==> src/design/lpvs_pkg.sv <==
// ----------------------------------------------------------------------------
// lpvs_pkg
// Shared widths, result codes and control types of the LRU page victim
// select unit.
// ----------------------------------------------------------------------------
package lpvs_pkg;

   // fixed field widths of the request and response beats
   localparam int PROC_W   = 4;
   localparam int PCNT_W   = 12;
   localparam int MASK_W   = 32;
   localparam int ACTION_W = 3;
   localparam int REF_W    = 5;
   localparam int TS_W     = 32;

   // default geometry
   localparam int DEF_NUM_PROCS      = 16;
   localparam int DEF_PAGES_PER_PROC = 32;
   localparam int DEF_PAGE_BYTES     = 128;

   // tick counter value after reset
   localparam logic [TS_W-1:0] TICK_INIT = TS_W'(1);

   // result codes
   typedef enum logic [ACTION_W-1:0] {
      ACT_SKIP      = 3'd0,
      ACT_HIT       = 3'd1,
      ACT_PAGED_IN  = 3'd2,
      ACT_EVICT     = 3'd3,
      ACT_NO_VICTIM = 3'd4
   } action_type;

   // sequencer to oldest-timestamp tracker
   typedef struct packed {
      logic init;     // load tick as running minimum, clear found
      logic cmp_en;   // read data of one page is valid this cycle
   } trk_ctrl_type;

endpackage

==> src/design/lpvs_oldest_track.sv <==
// ----------------------------------------------------------------------------
// lpvs_oldest_track
// Shared compare unit of the victim scan: one timestamp per cycle against the
// running minimum, keeping the first resident page with the smallest value.
// ----------------------------------------------------------------------------
module lpvs_oldest_track #(
   parameter int PAGE_W = $clog2(lpvs_pkg::DEF_PAGES_PER_PROC)
) (
   input  logic                       clock,
   input  lpvs_pkg::trk_ctrl_type     ctrl,
   input  logic [lpvs_pkg::TS_W-1:0]  tick,
   input  logic [lpvs_pkg::TS_W-1:0]  stamp,
   input  logic                       resident,
   input  logic [PAGE_W-1:0]          page_idx,
   output logic                       found,
   output logic [PAGE_W-1:0]          victim
);
   import lpvs_pkg::*;

   logic [TS_W-1:0]   oldest_ff, oldest_in;
   logic              found_ff, found_in;
   logic [PAGE_W-1:0] victim_ff, victim_in;
   logic              older;

   // strict compare keeps the first page on ties
   assign older = resident && (stamp < oldest_ff);

   always_comb begin
      oldest_in = oldest_ff;
      found_in  = found_ff;
      victim_in = victim_ff;
      priority if (ctrl.init) begin
         oldest_in = tick;
         found_in  = 1'b0;
         victim_in = '0;
      end else if (ctrl.cmp_en && older) begin
         oldest_in = stamp;
         found_in  = 1'b1;
         victim_in = page_idx;
      end
   end

   always_ff @(posedge clock) begin
      oldest_ff <= oldest_in;
      found_ff  <= found_in;
      victim_ff <= victim_in;
   end

   assign found  = found_ff;
   assign victim = victim_ff;

endmodule

==> config.mk <==
export PLATFORM = sky130hd
export DESIGN_NAME = lpvs_oldest_track
export DESIGN_NICKNAME = d
export VERILOG_FILES = /design/src/design/lpvs_pkg.sv /design/src/design/lpvs_oldest_track.sv
export SDC_FILE = /design/constraint.sdc
export NUM_CORES = 1
export LEC_CHECK = 0
export BUFFER_PORTS_ARGS = -buffer_cell sky130_fd_sc_hd__clkbuf_2
export CAP_MARGIN = 15
export CORE_ASPECT_RATIO = 2
export CORE_MARGIN = 5
export CORE_UTILIZATION = 30
export DETAILED_ROUTE_END_ITERATION = 10
export PLACE_DENSITY = 0.52
export SYNTH_ARGS = -nofsm -noshare
export SYNTH_HDL_FRONTEND = slang
export SYNTH_SLANG_ARGS = --single-unit
==> constraint.sdc <==
create_clock -name clock -period 3.1 [get_ports clock]
set_input_delay 0.155 -clock clock [delete_from_list [all_inputs] [get_ports clock]]
set_output_delay 0.155 -clock clock [all_outputs]
set_load 0.05 [all_outputs]
==> flow_summary.ini <==
[run_status]
outcome = completed

[sta]
slew_violations = 0
worst_pin_slew_ps = 682
fmax_mhz = 390
relSlewSlack_pct = 54.5
min_period_ps = 2560
rsz0062_at_grt = false
hold_viol = 0
timing.final.crit_share_pct = 82.7
tns_ps = 0
finalHoldWorstSlack_ps = 126
setup_violations = 0
clock_skew_ps = 4.48

[route]
drtPass1Iterations = 2
wire_per_inst_um = 13.9
route.detailed.drc = 0
ant_nets = 0
routed_via_density = 4.59
first_iter_violations = 9
wl_um = 5230
route.vias.total = 1726

[clocking]
clock_sinks = 38
postCtsSetupBuffers = 0
clk_path_buf_depth = 2
cts-root-buf = clkbuf_16
hold_buffers = 0
clk_pin_slew_ps = 50
cts_resized = 0
numCtsBuffers = 5
cts_tree = built
cts_max_level = 2
clk_latency_ps = 280

[power]
vdd_drop_max_uv = 444
p_total_w = 0.00136
leakagePower_nw = 1.45
combPwrFrac_pct = 19.5
p_seq_share_pct = 45.4
p_switching_w = 0.000323
cellInternalPower_w = 0.00104
power.density_mw_per_mm2 = 446
sw_frac_of_total_pct = 23.8
clkPwrFrac_pct = 35.0

[global_route]
antenna_found_initial = 0
grt_pass1_vias = 1918
grtUsageTotal_pct = 11.1
grt_max_degree = 33
grt_pass1_wl_um = 8420
grt_overflow = 0

[yosys]
yosysTopAreaCellShare_pct = 40.0
synth_area_mm2 = 0.00240
yosysTopAreaCell = edfxtp_1
async_flop_share_pct = 0
synth-seq-cells = 38
ys.warnings.count = 0
synthesis.nets = 302
syn_inst = 198
synth_enable_flop_cells = 32
syn_avg_cell_area_um2 = 12.1
ys_seq_area_share_pct = 45.0
synth_area_leaders = edfxtp_1, ha_1, mux2_2, dfxtp_1, inv_1
synth_flop_cell = edfxtp_1
yosysUniqueCellTypes = 33

[placed_design]
io_buffer_count = 78
dp_hpwl_um = 4390
gp_congestion = 0.718
place_inst = 368

[floorplan]
io_pins = 79
dieArea_mm2 = 0.0100
initial_core_util_pct = 30.5
rows = 46
die_h_um = 137
core_area_mm2 = 0.00789
dieWidth_um = 73.3

[final_layout]
nNetsFinal = 383
antenna_cells = 0
drive_above_1_share_pct = 42.9
syn_to_final_growth_pct = 26.8
stdcell_count = 376

[critical_path]
cp_data_arrival_time_ps = 2540
path_class = reg2reg
crit_path_max_fanout = 32
end_kind = register
cpPeakStageDelay_ps = 460
cp-start-kind = register
crit_slowest_cell = o2111a_1
critical_path.cell_chain = inv_1 > ha_1 > a21o_1 > nand3_1 > a21oi_1 > a2111oi_0 > o2111a_1 > or2_1 > buf_12
required_ps = 3070

[run]
cap_violations = 0

[min_path]
hold_path_class = in2reg
==> through the flow <==
stage | setup WS [ps] | cell area [um^2] | utilization [%]
2_1_floorplan | 388 | 2400 | -
3_3_place_gp | 464 | 2910 | 36.9
3_5_place_dp | 475 | 2910 | 36.9
4_1_cts | 463 | 3050 | 38.7
5_1_grt | 229 | 3050 | 38.7
6_report | 536 | 3050 | 38.7
==> path summary, 6_finish.rpt <==
check | startpoint | to | slack [ps] | cells past startpoint
setup / recovery | oldest_ff[21]$_DFFE_PP_ | oldest_ff[0]$_DFFE_PP_ | 540 | 9
hold / removal | page_idx[0] | victim[0]$_SDFFE_PP0P_ | 130 | 3
setup reg to reg | oldest_ff[21]$_DFFE_PP_ | oldest_ff[0]$_DFFE_PP_ | 540 | 9
hold reg to reg | victim[0]$_SDFFE_PP0P_ | victim[0]$_SDFFE_PP0P_ | 470 | 2
==> placed cells by master (no fill, tap or decap), types with 5 or more instances in the layout <==
master     synthesis  layout
ha_1              31      31
clkbuf_2           0      78
edfxtp_1          32      32
dfxtp_1            6       6
mux2i_1            5       5
clkbuf_16          0       5
a21oi_1            9       9
inv_1             31      31
mux2_2            32      32
nand2b_1          10      10
==> kinds of logic (layout without fill, tap and decap cells) <==
group,after synthesis,after routing,synth area share (%)
AO/OA/AOI/OAI,25,25,7.96
flip-flops,38,38,45.0
multiplexers,37,37,17.1
AND/OR/NAND/NOR,30,30,7.80
buffers and inverters,37,119,6.09
adder cells (fa/ha/maj),31,31,16.1
==> per-layer routing <==
| layer | GRT usage, % | part of all wire (%) |
|---|---|---|
| met5 | 0 | 0 |
| met4 | 4.23 | 1.9 |
| met3 | 2.72 | 6.1 |
| met2 | 21.6 | 57 |
| met1 | 10.8 | 34 |
==> cell usage after synthesis (all sizes together), types with 3 or more instances <==
master and instances:
edfxtp 32, mux2 32, ha 31, inv 31
nand2b 11, a21oi 9, dfxtp 6, mux2i 5
a21o 4, clkbuf 4, nand4 4, and4 3
nand2 3, nand3 3
==> state kept, by name (all words and copies together) (netlist names) <==
name,flops
oldest_ff,32
victim,5
found,1
==> layout make-up <==
cell class	instances	area (um^2)
Sequential cell	38	1080
Fill cell	795	4840
Multi-Input combinational cell	123	1180
Timing Repair Buffer	80	418
Inverter	31	116
Clock buffer	8	136
Tap cell	96	120
==> worst max-delay path: cells and delay by family, from the launching register on <==
family                   cells  cell delay (ps)
AND/OR/NAND/NOR              2              270
flip-flops                   1              360
buffers and inverters        2              270
AO/OA/AOI/OAI                4             1100
adder cells (fa/ha/maj)      1              230
==> power by group through the flow <==
stage          clock network [W]  logic [W]  registers [W]
3_5_place_dp                   0   0.000274       0.000628
4_1_cts                 0.000496   0.000276       0.000618
6_report                0.000476   0.000266       0.000618
2_1_floorplan                  0   0.000155       0.000642
5_1_grt                 0.000516   0.000303       0.000622
3_3_place_gp                   0   0.000271       0.000628
(Power assumes the default switching activity.)
