===== config.mk =====
export PLATFORM = sky130hd
export DESIGN_NAME = lpvs_seq
export DESIGN_NICKNAME = d
export VERILOG_FILES = /design/src/design/lpvs_pkg.sv /design/src/design/lpvs_seq.sv
export SDC_FILE = /design/constraint.sdc
export NUM_CORES = 1
export LEC_CHECK = 0
export ABC_CLOCK_PERIOD_IN_PS = 6200
export BUFFER_PORTS_ARGS = -buffer_cell sky130_fd_sc_hd__clkbuf_2
export CAP_MARGIN = 20
export CORE_MARGIN = 1.5
export CORE_UTILIZATION = 48
export DETAILED_ROUTE_END_ITERATION = 8
export HOLD_SLACK_MARGIN = 0.15
export PLACE_DENSITY = 0.75
export SLEW_MARGIN = 20
export SYNTH_ARGS = -nofsm -noshare
export SYNTH_HDL_FRONTEND = slang
export SYNTH_SLANG_ARGS = --single-unit

===== constraint.sdc =====
create_clock -name clock -period 6.2 [get_ports clock]
set_clock_uncertainty 0.15 [all_clocks]
set_input_delay 0.62 -clock clock [delete_from_list [all_inputs] [get_ports clock]]
set_output_delay 0.62 -clock clock [all_outputs]
set_load 0.03 [all_outputs]

===== src/design/lpvs_pkg.sv =====
// ----------------------------------------------------------------------------
// lpvs_pkg
// Shared widths, result codes and control types of the LRU page victim
// select unit.
// ----------------------------------------------------------------------------
package lpvs_pkg;

   // fixed field widths of the request and response beats
   localparam int PROC_W   = 4;
   localparam int PCNT_W   = 12;
   localparam int MASK_W   = 32;
   localparam int ACTION_W = 3;
   localparam int REF_W    = 5;
   localparam int TS_W     = 32;

   // default geometry
   localparam int DEF_NUM_PROCS      = 16;
   localparam int DEF_PAGES_PER_PROC = 32;
   localparam int DEF_PAGE_BYTES     = 128;

   // tick counter value after reset
   localparam logic [TS_W-1:0] TICK_INIT = TS_W'(1);

   // result codes
   typedef enum logic [ACTION_W-1:0] {
      ACT_SKIP      = 3'd0,
      ACT_HIT       = 3'd1,
      ACT_PAGED_IN  = 3'd2,
      ACT_EVICT     = 3'd3,
      ACT_NO_VICTIM = 3'd4
   } action_type;

   // sequencer to oldest-timestamp tracker
   typedef struct packed {
      logic init;     // load tick as running minimum, clear found
      logic cmp_en;   // read data of one page is valid this cycle
   } trk_ctrl_type;

endpackage


===== src/design/lpvs_seq.sv =====
// ----------------------------------------------------------------------------
// lpvs_seq
// Sequencer: timestamp store clear after reset, request decode, hit stamping,
// victim scan over the process's pages, tick counter and response register.
// ----------------------------------------------------------------------------
module lpvs_seq #(
   parameter int NUM_PROCS      = lpvs_pkg::DEF_NUM_PROCS,
   parameter int PAGES_PER_PROC = lpvs_pkg::DEF_PAGES_PER_PROC,
   parameter int PAGE_Q_W       = 6,
   parameter int PAGE_W         = $clog2(PAGES_PER_PROC),
   parameter int DEPTH          = NUM_PROCS * PAGES_PER_PROC,
   parameter int ADDR_W         = $clog2(DEPTH)
) (
   input  logic                          clock,
   input  logic                          reset,
   // request beat
   input  logic                          req_valid,
   output logic                          req_ready,
   input  logic [lpvs_pkg::PROC_W-1:0]   req_proc_id,
   input  logic                          req_active,
   input  logic [PAGE_Q_W-1:0]           req_page,
   input  logic [lpvs_pkg::MASK_W-1:0]   req_resident_mask,
   input  logic                          req_pagein_ok,
   input  logic                          req_end_of_tick,
   // response beat
   output logic                          rsp_valid,
   input  logic                          rsp_ready,
   output logic [lpvs_pkg::ACTION_W-1:0] rsp_action,
   output logic [lpvs_pkg::REF_W-1:0]    rsp_ref_page,
   output logic [lpvs_pkg::REF_W-1:0]    rsp_victim_page,
   // timestamp store
   output logic                          ram_wr_en,
   output logic [ADDR_W-1:0]             ram_wr_addr,
   output logic [lpvs_pkg::TS_W-1:0]     ram_wr_data,
   output logic                          ram_rd_en,
   output logic [ADDR_W-1:0]             ram_rd_addr,
   // compare unit
   output lpvs_pkg::trk_ctrl_type        trk_ctrl,
   output logic [lpvs_pkg::TS_W-1:0]     trk_tick,
   output logic                          trk_resident,
   output logic [PAGE_W-1:0]             trk_page_idx,
   input  logic                          trk_found,
   input  logic [PAGE_W-1:0]             trk_victim
);
   import lpvs_pkg::*;

   typedef enum logic [2:0] {
      ST_CLEAR,
      ST_IDLE,
      ST_DECODE,
      ST_SCAN,
      ST_DONE
   } state_type;

   localparam int CNT_W = PAGE_W + 1;
   localparam int CLR_W = ADDR_W + 1;

   state_type                 state_ff, state_in;
   logic [CLR_W-1:0]          clr_cnt_ff, clr_cnt_in;
   logic [PROC_W-1:0]         proc_ff, proc_in;
   logic                      active_ff, active_in;
   logic [PAGE_Q_W-1:0]       page_ff, page_in;
   logic [PAGES_PER_PROC-1:0] mask_ff, mask_in;
   logic                      pin_ok_ff, pin_ok_in;
   logic                      eot_ff, eot_in;
   action_type                action_ff, action_in;
   logic [CNT_W-1:0]          rd_cnt_ff, rd_cnt_in;
   logic                      cmp_pend_ff, cmp_pend_in;
   logic [PAGE_W-1:0]         cmp_idx_ff, cmp_idx_in;
   logic [TS_W-1:0]           tick_ff, tick_in;
   logic                      rsp_valid_ff, rsp_valid_in;
   logic [ACTION_W-1:0]       rsp_action_ff, rsp_action_in;
   logic [REF_W-1:0]          rsp_ref_ff, rsp_ref_in;
   logic [REF_W-1:0]          rsp_victim_ff, rsp_victim_in;

   logic [PAGE_Q_W+REF_W-1:0] page_pad;
   logic [PAGE_W+REF_W-1:0]   victim_pad;
   logic [PAGE_W-1:0]         page_idx;
   logic [ADDR_W-1:0]         base_addr;
   logic                      ref_ok;
   logic                      scan_issue;
   logic                      rsp_free;

   // page index and base of this process's entries
   assign page_pad   = {REF_W'(0), page_ff};
   assign page_idx   = page_pad[PAGE_W-1:0];
   assign victim_pad = {REF_W'(0), trk_victim};
   assign base_addr  = ADDR_W'(32'(proc_ff) * PAGES_PER_PROC);
   assign ref_ok     = active_ff && (32'(proc_ff) < NUM_PROCS)
                       && (32'(page_ff) < PAGES_PER_PROC);
   assign scan_issue = (rd_cnt_ff < CNT_W'(PAGES_PER_PROC));
   assign rsp_free   = !rsp_valid_ff || rsp_ready;

   // next-state logic
   always_comb begin
      state_in      = state_ff;
      clr_cnt_in    = clr_cnt_ff;
      proc_in       = proc_ff;
      active_in     = active_ff;
      page_in       = page_ff;
      mask_in       = mask_ff;
      pin_ok_in     = pin_ok_ff;
      eot_in        = eot_ff;
      action_in     = action_ff;
      rd_cnt_in     = rd_cnt_ff;
      cmp_pend_in   = 1'b0;
      cmp_idx_in    = cmp_idx_ff;
      tick_in       = tick_ff;
      rsp_valid_in  = rsp_valid_ff && !rsp_ready;
      rsp_action_in = rsp_action_ff;
      rsp_ref_in    = rsp_ref_ff;
      rsp_victim_in = rsp_victim_ff;
      ram_wr_en     = 1'b0;
      ram_wr_addr   = clr_cnt_ff[ADDR_W-1:0];
      ram_wr_data   = '0;
      ram_rd_en     = 1'b0;
      ram_rd_addr   = ADDR_W'(32'(base_addr) + 32'(rd_cnt_ff));
      trk_ctrl      = '0;
      trk_ctrl.cmp_en = cmp_pend_ff;

      unique case (state_ff)
         // zero every timestamp once after reset
         ST_CLEAR: begin
            ram_wr_en  = 1'b1;
            clr_cnt_in = clr_cnt_ff + CLR_W'(1);
            if (clr_cnt_ff == CLR_W'(DEPTH - 1)) begin
               state_in = ST_IDLE;
            end
         end
         // capture the request beat
         ST_IDLE: begin
            if (req_valid) begin
               proc_in   = req_proc_id;
               active_in = req_active;
               page_in   = req_page;
               mask_in   = req_resident_mask[PAGES_PER_PROC-1:0];
               pin_ok_in = req_pagein_ok;
               eot_in    = req_end_of_tick;
               state_in  = ST_DECODE;
            end
         end
         // classify the reference
         ST_DECODE: begin
            priority if (!ref_ok) begin
               action_in = ACT_SKIP;
               state_in  = ST_DONE;
            end else if (mask_ff[page_idx]) begin
               ram_wr_en   = 1'b1;
               ram_wr_addr = ADDR_W'(32'(base_addr) + 32'(page_idx));
               ram_wr_data = tick_ff;
               action_in   = ACT_HIT;
               state_in    = ST_DONE;
            end else if (pin_ok_ff) begin
               action_in = ACT_PAGED_IN;
               state_in  = ST_DONE;
            end else begin
               trk_ctrl.init = 1'b1;
               rd_cnt_in     = '0;
               state_in      = ST_SCAN;
            end
         end
         // read one page a cycle, compare it in the next cycle
         ST_SCAN: begin
            if (scan_issue) begin
               ram_rd_en   = 1'b1;
               rd_cnt_in   = rd_cnt_ff + CNT_W'(1);
               cmp_pend_in = 1'b1;
               cmp_idx_in  = rd_cnt_ff[PAGE_W-1:0];
            end else if (!cmp_pend_ff) begin
               action_in = trk_found ? ACT_EVICT : ACT_NO_VICTIM;
               state_in  = ST_DONE;
            end
         end
         // hand over the result; advance the tick after an end-of-tick beat
         ST_DONE: begin
            if (rsp_free) begin
               rsp_valid_in  = 1'b1;
               rsp_action_in = action_ff;
               rsp_ref_in    = page_pad[REF_W-1:0];
               rsp_victim_in = (action_ff == ACT_EVICT) ? victim_pad[REF_W-1:0] : '0;
               if (eot_ff && (tick_ff != '1)) begin
                  tick_in = tick_ff + TS_W'(1);
               end
               state_in = ST_IDLE;
            end
         end
         default: begin
            state_in = ST_IDLE;
         end
      endcase
   end

   // state and registered outputs
   always_ff @(posedge clock) begin
      if (reset) begin
         state_ff     <= ST_CLEAR;
         clr_cnt_ff   <= '0;
         tick_ff      <= TICK_INIT;
         rsp_valid_ff <= 1'b0;
         cmp_pend_ff  <= 1'b0;
         rd_cnt_ff    <= '0;
         action_ff    <= ACT_SKIP;
      end else begin
         state_ff     <= state_in;
         clr_cnt_ff   <= clr_cnt_in;
         tick_ff      <= tick_in;
         rsp_valid_ff <= rsp_valid_in;
         cmp_pend_ff  <= cmp_pend_in;
         rd_cnt_ff    <= rd_cnt_in;
         action_ff    <= action_in;
      end
      proc_ff       <= proc_in;
      active_ff     <= active_in;
      page_ff       <= page_in;
      mask_ff       <= mask_in;
      pin_ok_ff     <= pin_ok_in;
      eot_ff        <= eot_in;
      cmp_idx_ff    <= cmp_idx_in;
      rsp_action_ff <= rsp_action_in;
      rsp_ref_ff    <= rsp_ref_in;
      rsp_victim_ff <= rsp_victim_in;
   end

   assign req_ready       = (state_ff == ST_IDLE);
   assign rsp_valid       = rsp_valid_ff;
   assign rsp_action      = rsp_action_ff;
   assign rsp_ref_page    = rsp_ref_ff;
   assign rsp_victim_page = rsp_victim_ff;
   assign trk_tick        = tick_ff;
   assign trk_resident    = mask_ff[cmp_idx_ff];
   assign trk_page_idx    = cmp_idx_ff;

   // no timestamp write while a scan reads the store
   assert property (@(posedge clock) disable iff (reset)
      (state_ff == ST_SCAN) |-> !ram_wr_en)
      else $error("timestamp write during victim scan");

   // tick counter never wraps to zero
   assert property (@(posedge clock) disable iff (reset)
      tick_ff != '0)
      else $error("tick counter reached zero");

   // a scan ends only after every page was read
   assert property (@(posedge clock) disable iff (reset)
      ($past(state_ff) == ST_SCAN && state_ff == ST_DONE)
      |-> (rd_cnt_ff == CNT_W'(PAGES_PER_PROC)))
      else $error("victim scan ended early");

   // a victim page is reported only with an eviction
   assert property (@(posedge clock) disable iff (reset)
      (rsp_valid_ff && rsp_action_ff != ACT_EVICT) |-> (rsp_victim_ff == '0))
      else $error("victim page without eviction");

endmodule


==> flow_metrics.tcl, run 1 <==
set metrics [dict create \
    run_status "complete, no violations" \
    dieArea_um2 12300 \
    p_sw_frac 0.195 \
    hold_viol 0 \
    synthTopCellsByArea "edfxtp_1, dfxtp_1, mux4_2, and2_1, xnor2_1" \
    cp_max_fo 33 \
    post_drt_wl_per_cell_um 16.2 \
    fin_nets 706 \
    multi_input_area_um2 2410 \
    vias 4334 \
    finalCritPeriodShare 0.674 \
    p_int_mw 1.48 \
    async_flop_share 0 \
    seqCellArea_um2 3010 \
    cp.required_ns 5.43 \
    worst_pin_slew_ns 0.725 \
    p_switching_mw 0.357 \
    finalPower_mw 1.84 \
    yosysUniqueCellTypes 48 \
    cpMaxStageDelayCell "edfxtp_1" \
    setup_viol 0 \
    cts_tree "yes" \
    worst-setup-path-type "flip-flop to output port" \
    htreeDepth 4 \
    post_synth.cell_area_avg_um2 11.4 \
    setup_tns_ns 0 \
    clock_path_buffers 2 \
    min_period_ns 4.18 \
    netlist_area_um2 5590 \
    num-fill-cells 896 \
    max-vdd-ir-drop_mv 0.183 \
    worstPathCellList "mux2i_1, mux4_2, a22oi_2, and3_1, buf_8, mux2_2, clkbuf_2" \
    ant_nets 0 \
    clk_pin_slew_ns 0.05 \
    synth_nets 549 \
    fp-row-count 39 \
    combPwrFrac 0.019 \
    maxSlewViolCount 0 \
    dr.pass1.iters 5 \
    drive_above_1_share 0.337 \
    synth_edf_count 63 \
    wirelength_um 13000 \
    globalRouteOverflowTotal 0 \
    diodes 0 \
    crit_path_end_kind "output port" \
    p_leak_nw 2.83 \
    grt_antenna_before_repair 0 \
    vias_per_cell 5.40 \
    gp_congestion 0.831 \
    fp.dieH_um 111 \
    clk_latency_ns 0.41 \
    syn_inst 489 \
    grt_pass1_vias 4220 \
    drc_errors 0 \
    synth_seq_cells 119 \
    worstSetupStartpointType "flip-flop" \
    io_pins 162 \
    synthTopCellsByCount "edfxtp_1, dfxtp_1, nor2_1" \
    cts_sinks 119 \
    synth_seq_area_share 0.539 \
    postCtsHoldBufs 0 \
    syn_to_final_growth_pct 26.4 \
    clkPwrFrac 0.528 \
    die_x_um 111 \
    hpwl_um 9370 \
    seq_power_share 0.453 \
    max_freq_mhz 239 \
    grtUsageTotal 0.222 \
    synth.most_common_cell "edfxtp_1" \
    yosys_warnings 0 \
    rsz0062_at_grt "false" \
    synth_top_area_frac 0.339 \
    crit_arrival_ns 3.41 \
    p_per_area_nw_per_um2 260 \
    min_path_cells 1 \
    cts_buffers 17 \
    cap_violations 0 \
    grt_max_degree 59 \
    reg2regPathDepth 6 \
    relSlewSlack 0.512 \
    post-cts-setup-buffer-count 0 \
    ctsRootBufferMaster "clkbuf_16" \
    yosysTopAreaCell "edfxtp_1" \
    portBuffers 161 \
    cp_slowest_stage_delay_ns 0.78 \
    start_util 0.491 \
    initialDrtViolationCount 222 \
    synth_ff_type "edfxtp_1" \
    grt_pass1_wl_um 21500 \
    ctsResizeCount 0 \
    worst_hold_path_type "input port to flip-flop" \
    core_area_um2 11400 \
]
## final timing paths
check | from | endpoint | slack (ns)
worst min-delay path | req_resident_mask[24] | mask_ff[24]$_DFFE_PP_ | 0.23
worst max-delay path | page_ff[1]$_DFFE_PP_ | ram_wr_addr[8] | 2.02
worst max register to register | state_ff[0]$_SDFFE_PP0P_ | trk_tick[31]$_SDFFE_PP0P_ | 3.21
worst min register to register | action_ff[0]$_SDFFE_PP0P_ | rsp_action[0]$_DFFE_PP_ | 0.29
## flip-flops by register name (all words and copies together), names as in the netlist
signal / flops
trk_page_idx: 5
active_ff: 1
rd_cnt_ff: 6
page_ff: 6
rsp_victim_page: 5
proc_ff: 4
mask_ff: 32
eot_ff: 1
state_ff: 3
rsp_valid: 1
rsp_ref_page: 5
clr_cnt_ff: 10
cmp_pend_ff: 1
trk_tick: 32
pin_ok_ff: 1
action_ff: 3
rsp_action: 3
## final cells by class
cell class	count	share of cell area
clock inverter	8	0.0140
timing repair buffer	165	0.120
multi-input combinational	336	0.341
clock buffer	24	0.0696
inverter	7	0.00372
sequential	119	0.427
tap	143	0.0253
## power groups by stage
stage	clock [mW]	sequential [mW]	combinational (mW)
2_1_floorplan	0	0.846	0.0134
3_3_place_gp	0	0.847	0.0332
3_5_place_dp	0	0.847	0.0340
4_1_cts	0.981	0.831	0.0345
5_1_grt	1.02	0.831	0.0381
6_report	0.970	0.831	0.0342
## worst max-delay path, delay by kind of cell (launching register included)
family / cells / cell delay [ns]
AND/OR/NAND/NOR: 1 / 0.51
multiplexers: 3 / 1.06
buffers and inverters: 2 / 0.43
flip-flops: 1 / 0.78
AO/OA/AOI/OAI: 1 / 0.20
## stage by stage
stage	hold slack, ns	setup WS (ns)	cell area (um2)	instances	utilization
2_1_floorplan	0.258	2.86	5590	489	-
3_5_place_dp	0.275	2.47	6470	770	0.569
6_report	0.234	2.02	7060	802	0.621
4_1_cts	0.218	2.03	7060	802	0.621
5_1_grt	0.215	1.87	7060	802	0.621
3_3_place_gp	0.268	2.30	6440	768	0.567
## logic make-up after synthesis
logic type | count (synthesis) | synth area share
AOI/OAI and AO/OA | 36 | 0.0414
xor gates and xnor gates | 37 | 0.0580
adders and majority gates | 5 | 0.0112
buffers and inverters | 34 | 0.0304
DFF | 119 | 0.539
muxes | 40 | 0.112
and+or+nand+nor | 218 | 0.207
## layer usage
layer | global-route usage | routed length [um]
met5 | 0 | 0
met4 | 0.101 | 302
met3 | 0.0443 | 595
met2 | 0.349 | 6310
met1 | 0.299 | 5820
## placed cells by master (no fill, tap or decap), types with 4 or more instances in the layout
cell	n
and4_1	6
and2_1	38
nor4_1	9
clkbuf_16	17
mux2_2	4
clkbuf_8	4
ha_1	5
nand3_1	14
o21ai_0	9
and3_1	6
edfxtp_1	63
nor2_1	53
nor3_1	19
mux2_1	8
nand4_1	13
mux2i_1	11
xnor2_1	24
inv_1	6
nand2_1	27
clkbuf_2	161
mux4_2	17
xor2_1	13
a21oi_1	14
nor2b_1	7
or3_1	5
dfxtp_1	56
nand2b_1	6
No activity file was read; power rests on OpenSTA's default activity.
==> run 2, diff against run 1 <==
- ABC_AREA: unset -> 1
- ABC_CLOCK_PERIOD_IN_PS: 6200 -> 3920
- PLACE_DENSITY: 0.75 -> 0.74
- clock period: 6.2 -> 3.92 ns (I/O delays scaled with it)
==> run 2 against run 1 <==
Against the previous run: cell count increased by 46%; register-to-register slack worse by 2.1 ns; sequential power increased by 58%; via count rose by 39%; sequential share of layout area shrank 5.5 points; routed wire length grew 33%; largest cell class unchanged; largest power group unchanged.
==> flow_metrics.tcl, run 2 <==
set metrics [dict create \
    run_status "complete, no violations" \
    rsz0062_at_grt "false" \
    yosysTopAreaCell "edfxtp_1" \
    die_x_um 117 \
    synthTopCellsByCount "nand2_1, nor2_1, inv_1" \
    clock_path_buffers 2 \
    diodes 0 \
    p_int_mw 2.30 \
    yosys.area_share.simple 0.273 \
    combPwrFrac 0.035 \
    synth_seq_area_share 0.482 \
    vias 6041 \
    clkPwrFrac 0.514 \
    drive_above_1_share 0.218 \
    cap_violations 0 \
    final_common_cell "nand2_1" \
    reg2regPathDepth 10 \
    crit_path_end "ram_wr_addr[1]" \
    synthMuxAreaShare 0 \
    post_drt_wl_per_cell_um 14.8 \
    io_pins 162 \
    cts_sinks 119 \
    hold_viol 0 \
    met1_length_um 7580 \
    setup_viol 0 \
    synthTopCellsByArea "edfxtp_1, dfxtp_1, nand2_1, nor2_1, inv_1" \
    rrSetupSlack_ns 1.12 \
    wirelength_um 17400 \
    maxSlewViolCount 0 \
    initialDrtViolationCount 568 \
    met3_wirelength_um 1240 \
    grt_antenna_before_repair 0 \
    core_area_um2 12700 \
    cp_max_fo 28 \
    synth_top_area_frac 0.303 \
    vias_per_cell 5.15 \
    p_leak_nw 3.43 \
    cp.required_ns 3.38 \
    syn_to_final_growth_pct 30.0 \
    r2r-start "trk_tick[0]$_SDFFE_PP1P_" \
    cts_buffers 17 \
    worst_pin_slew_ns 0.949 \
    rr_endpoint "trk_tick[5]$_SDFFE_PP0P_" \
    synth_top_family_by_area "simple AND/OR/NAND/NOR gates" \
    relSlewSlack 0.367 \
    grt_pass1_vias 5359 \
    synth_edf_count 63 \
    p_switching_mw 0.603 \
    synth_fa_ha_area_frac 0.0100 \
    finalInstanceArea_um2 8120 \
    clk_pin_slew_ns 0.05 \
    max-vdd-ir-drop_mv 0.294 \
    dr.pass1.iters 5 \
    wl_met2_um 8060 \
    finalWorstSetupSlack_ns 0.513 \
    postCtsHoldBufs 50 \
    gp_congestion 0.918 \
    fp-row-count 41 \
    synth_ff_type "edfxtp_1" \
    top_layer_used "met4" \
    dieArea_um2 13700 \
    layout_common_cells "nand2_1, clkbuf_2, nor2_1" \
    synth_seq_cells 119 \
    yosysUniqueCellTypes 37 \
    grt_max_degree 42 \
    hpwl_um 11800 \
    ctsRootBufferMaster "clkbuf_16" \
    ant_nets 0 \
    synth_nets 849 \
    max_freq_mhz 293 \
    post_synth.cell_area_avg_um2 7.92 \
    grtUsageTotal 0.260 \
    post-place-ws_ns 0.941 \
    start_util 0.493 \
    fin_hold_ws_ns 0.162 \
    syn_inst 789 \
    p_sw_frac 0.207 \
    yosys_warnings 0 \
    ctsResizeCount 0 \
    setup_tns_ns 0 \
    portBuffers 161 \
    crit_arrival_ns 2.87 \
    drc_errors 0 \
    async_flop_share 0 \
    clk_latency_ns 0.42 \
    crit_path_end_kind "output port" \
    worstSetupStartpointType "flip-flop" \
    p_per_area_nw_per_um2 358 \
    synth.most_common_cell "nand2_1" \
    globalRouteOverflowTotal 0 \
    dpl-instance-area_um2 7050 \
    htreeDepth 4 \
    finalCritPeriodShare 0.869 \
    synth_xor_area_frac 0.0365 \
    min_period_ns 3.41 \
    netlist_area_um2 6250 \
    cts_tree "yes" \
    min-delay-start "trk_victim[0]" \
    grt_pass1_wl_um 26700 \
    worst-setup-path-type "flip-flop to output port" \
    seq_power_share 0.452 \
    fp.dieH_um 117 \
    fin_nets 1048 \
    setup.worst_path.start "page_ff[0]$_DFFE_PP_" \
    post-cts-setup-buffer-count 0 \
    worst_hold_path_type "input port to flip-flop" \
    finalPower_mw 2.91 \
    synth_compound_area_frac 0.0956 \
]
==> run 2: cell count changes in the layout (fill, tap and decap cells not counted), moves of 11 or more <==
| cell | change |
|---|---|
| nand3_1 | +33 |
| xor2_1 | +13 |
| dlygate4sd3_1 | +50 |
| and2_1 | -38 |
| inv_1 | +96 |
| mux4_2 | -17 |
| nand2_1 | +141 |
| mux2i_1 | -11 |
| nor2_1 | +52 |
| a21oi_1 | +45 |
| o21ai_0 | +27 |
| xnor2_1 | -24 |
==> run 2: area by class of cell <==
| type | instances | area, um2 |
|---|---|---|
| clock inverters | 7 | 68.8 |
| inverters | 106 | 400 |
| fillers | 1096 | 4550 |
| repair buffers | 214 | 1330 |
| well taps | 172 | 215 |
| flip-flops and latches | 119 | 3010 |
| clock buffers | 25 | 495 |
| multi-input cells | 530 | 2600 |
==> run 2: how the worst min path moves through the flow <==
stage | endpoint | slack, ns | cells after the start
2_1_floorplan | rsp_action[0]$_DFFE_PP_ | 0.26 | 0
3_3_place_gp | rsp_action[0]$_DFFE_PP_ | 0.27 | 0
3_5_place_dp | rsp_action[0]$_DFFE_PP_ | 0.28 | 0
4_1_cts | rsp_victim_page[2]$_SDFFCE_PP0P_ | 0.15 | 3
5_1_grt | rsp_victim_page[0]$_SDFFCE_PP0P_ | 0.15 | 3
6_report | rsp_victim_page[0]$_SDFFCE_PP0P_ | 0.16 | 3
==> run 2: power by group through the flow <==
stage / clock, mW / combinational, mW / sequential, mW
global route: 1.56 / 0.109 / 1.31
finish: 1.49 / 0.101 / 1.31
CTS: 1.50 / 0.0985 / 1.31
detailed placement: 0 / 0.0588 / 1.34
global placement: 0 / 0.0578 / 1.34
floorplan: 0 / 0.0239 / 1.34
==> run 2: routing by layer <==
layer / vias to the layer above / GRT usage
met3: 44 / 0.0695
li1: 2968 / -
met1: 2763 / 0.336
met4: 0 / 0.0980
met2: 266 / 0.420
met5: - / 0
==> run 2: through the flow <==
stage | instances | utilization
floorplan | 789 | -
global placement | 1091 | 0.557
detailed placement | 1091 | 0.557
CTS | 1173 | 0.641
global route | 1173 | 0.641
finish | 1173 | 0.641
==> run 2: critical path: stages, from the launching register on <==
cell and delay (ns):
edfxtp_1 0.68, inv_4 0.18, nand2_1 0.09, nand2_1 0.05, a21oi_1 0.11, nand2_1 0.06, nand3_1 0.07, nand2_1 0.06
nand2_2 0.09, nand2_2 0.09, nand3_4 0.17, buf_4 0.36, nand2_1 0.12, o21ai_2 0.08, clkbuf_2 0.21
==> run 2: logic make-up (layout without fill, tap and decap cells) <==
family | Yosys count | count (layout)
xor gates and xnor gates | 26 | 26
AOI/OAI and AO/OA | 113 | 113
and+or+nand+nor | 386 | 386
DFF | 119 | 119
buffers and inverters | 140 | 352
adders and majority gates | 5 | 5
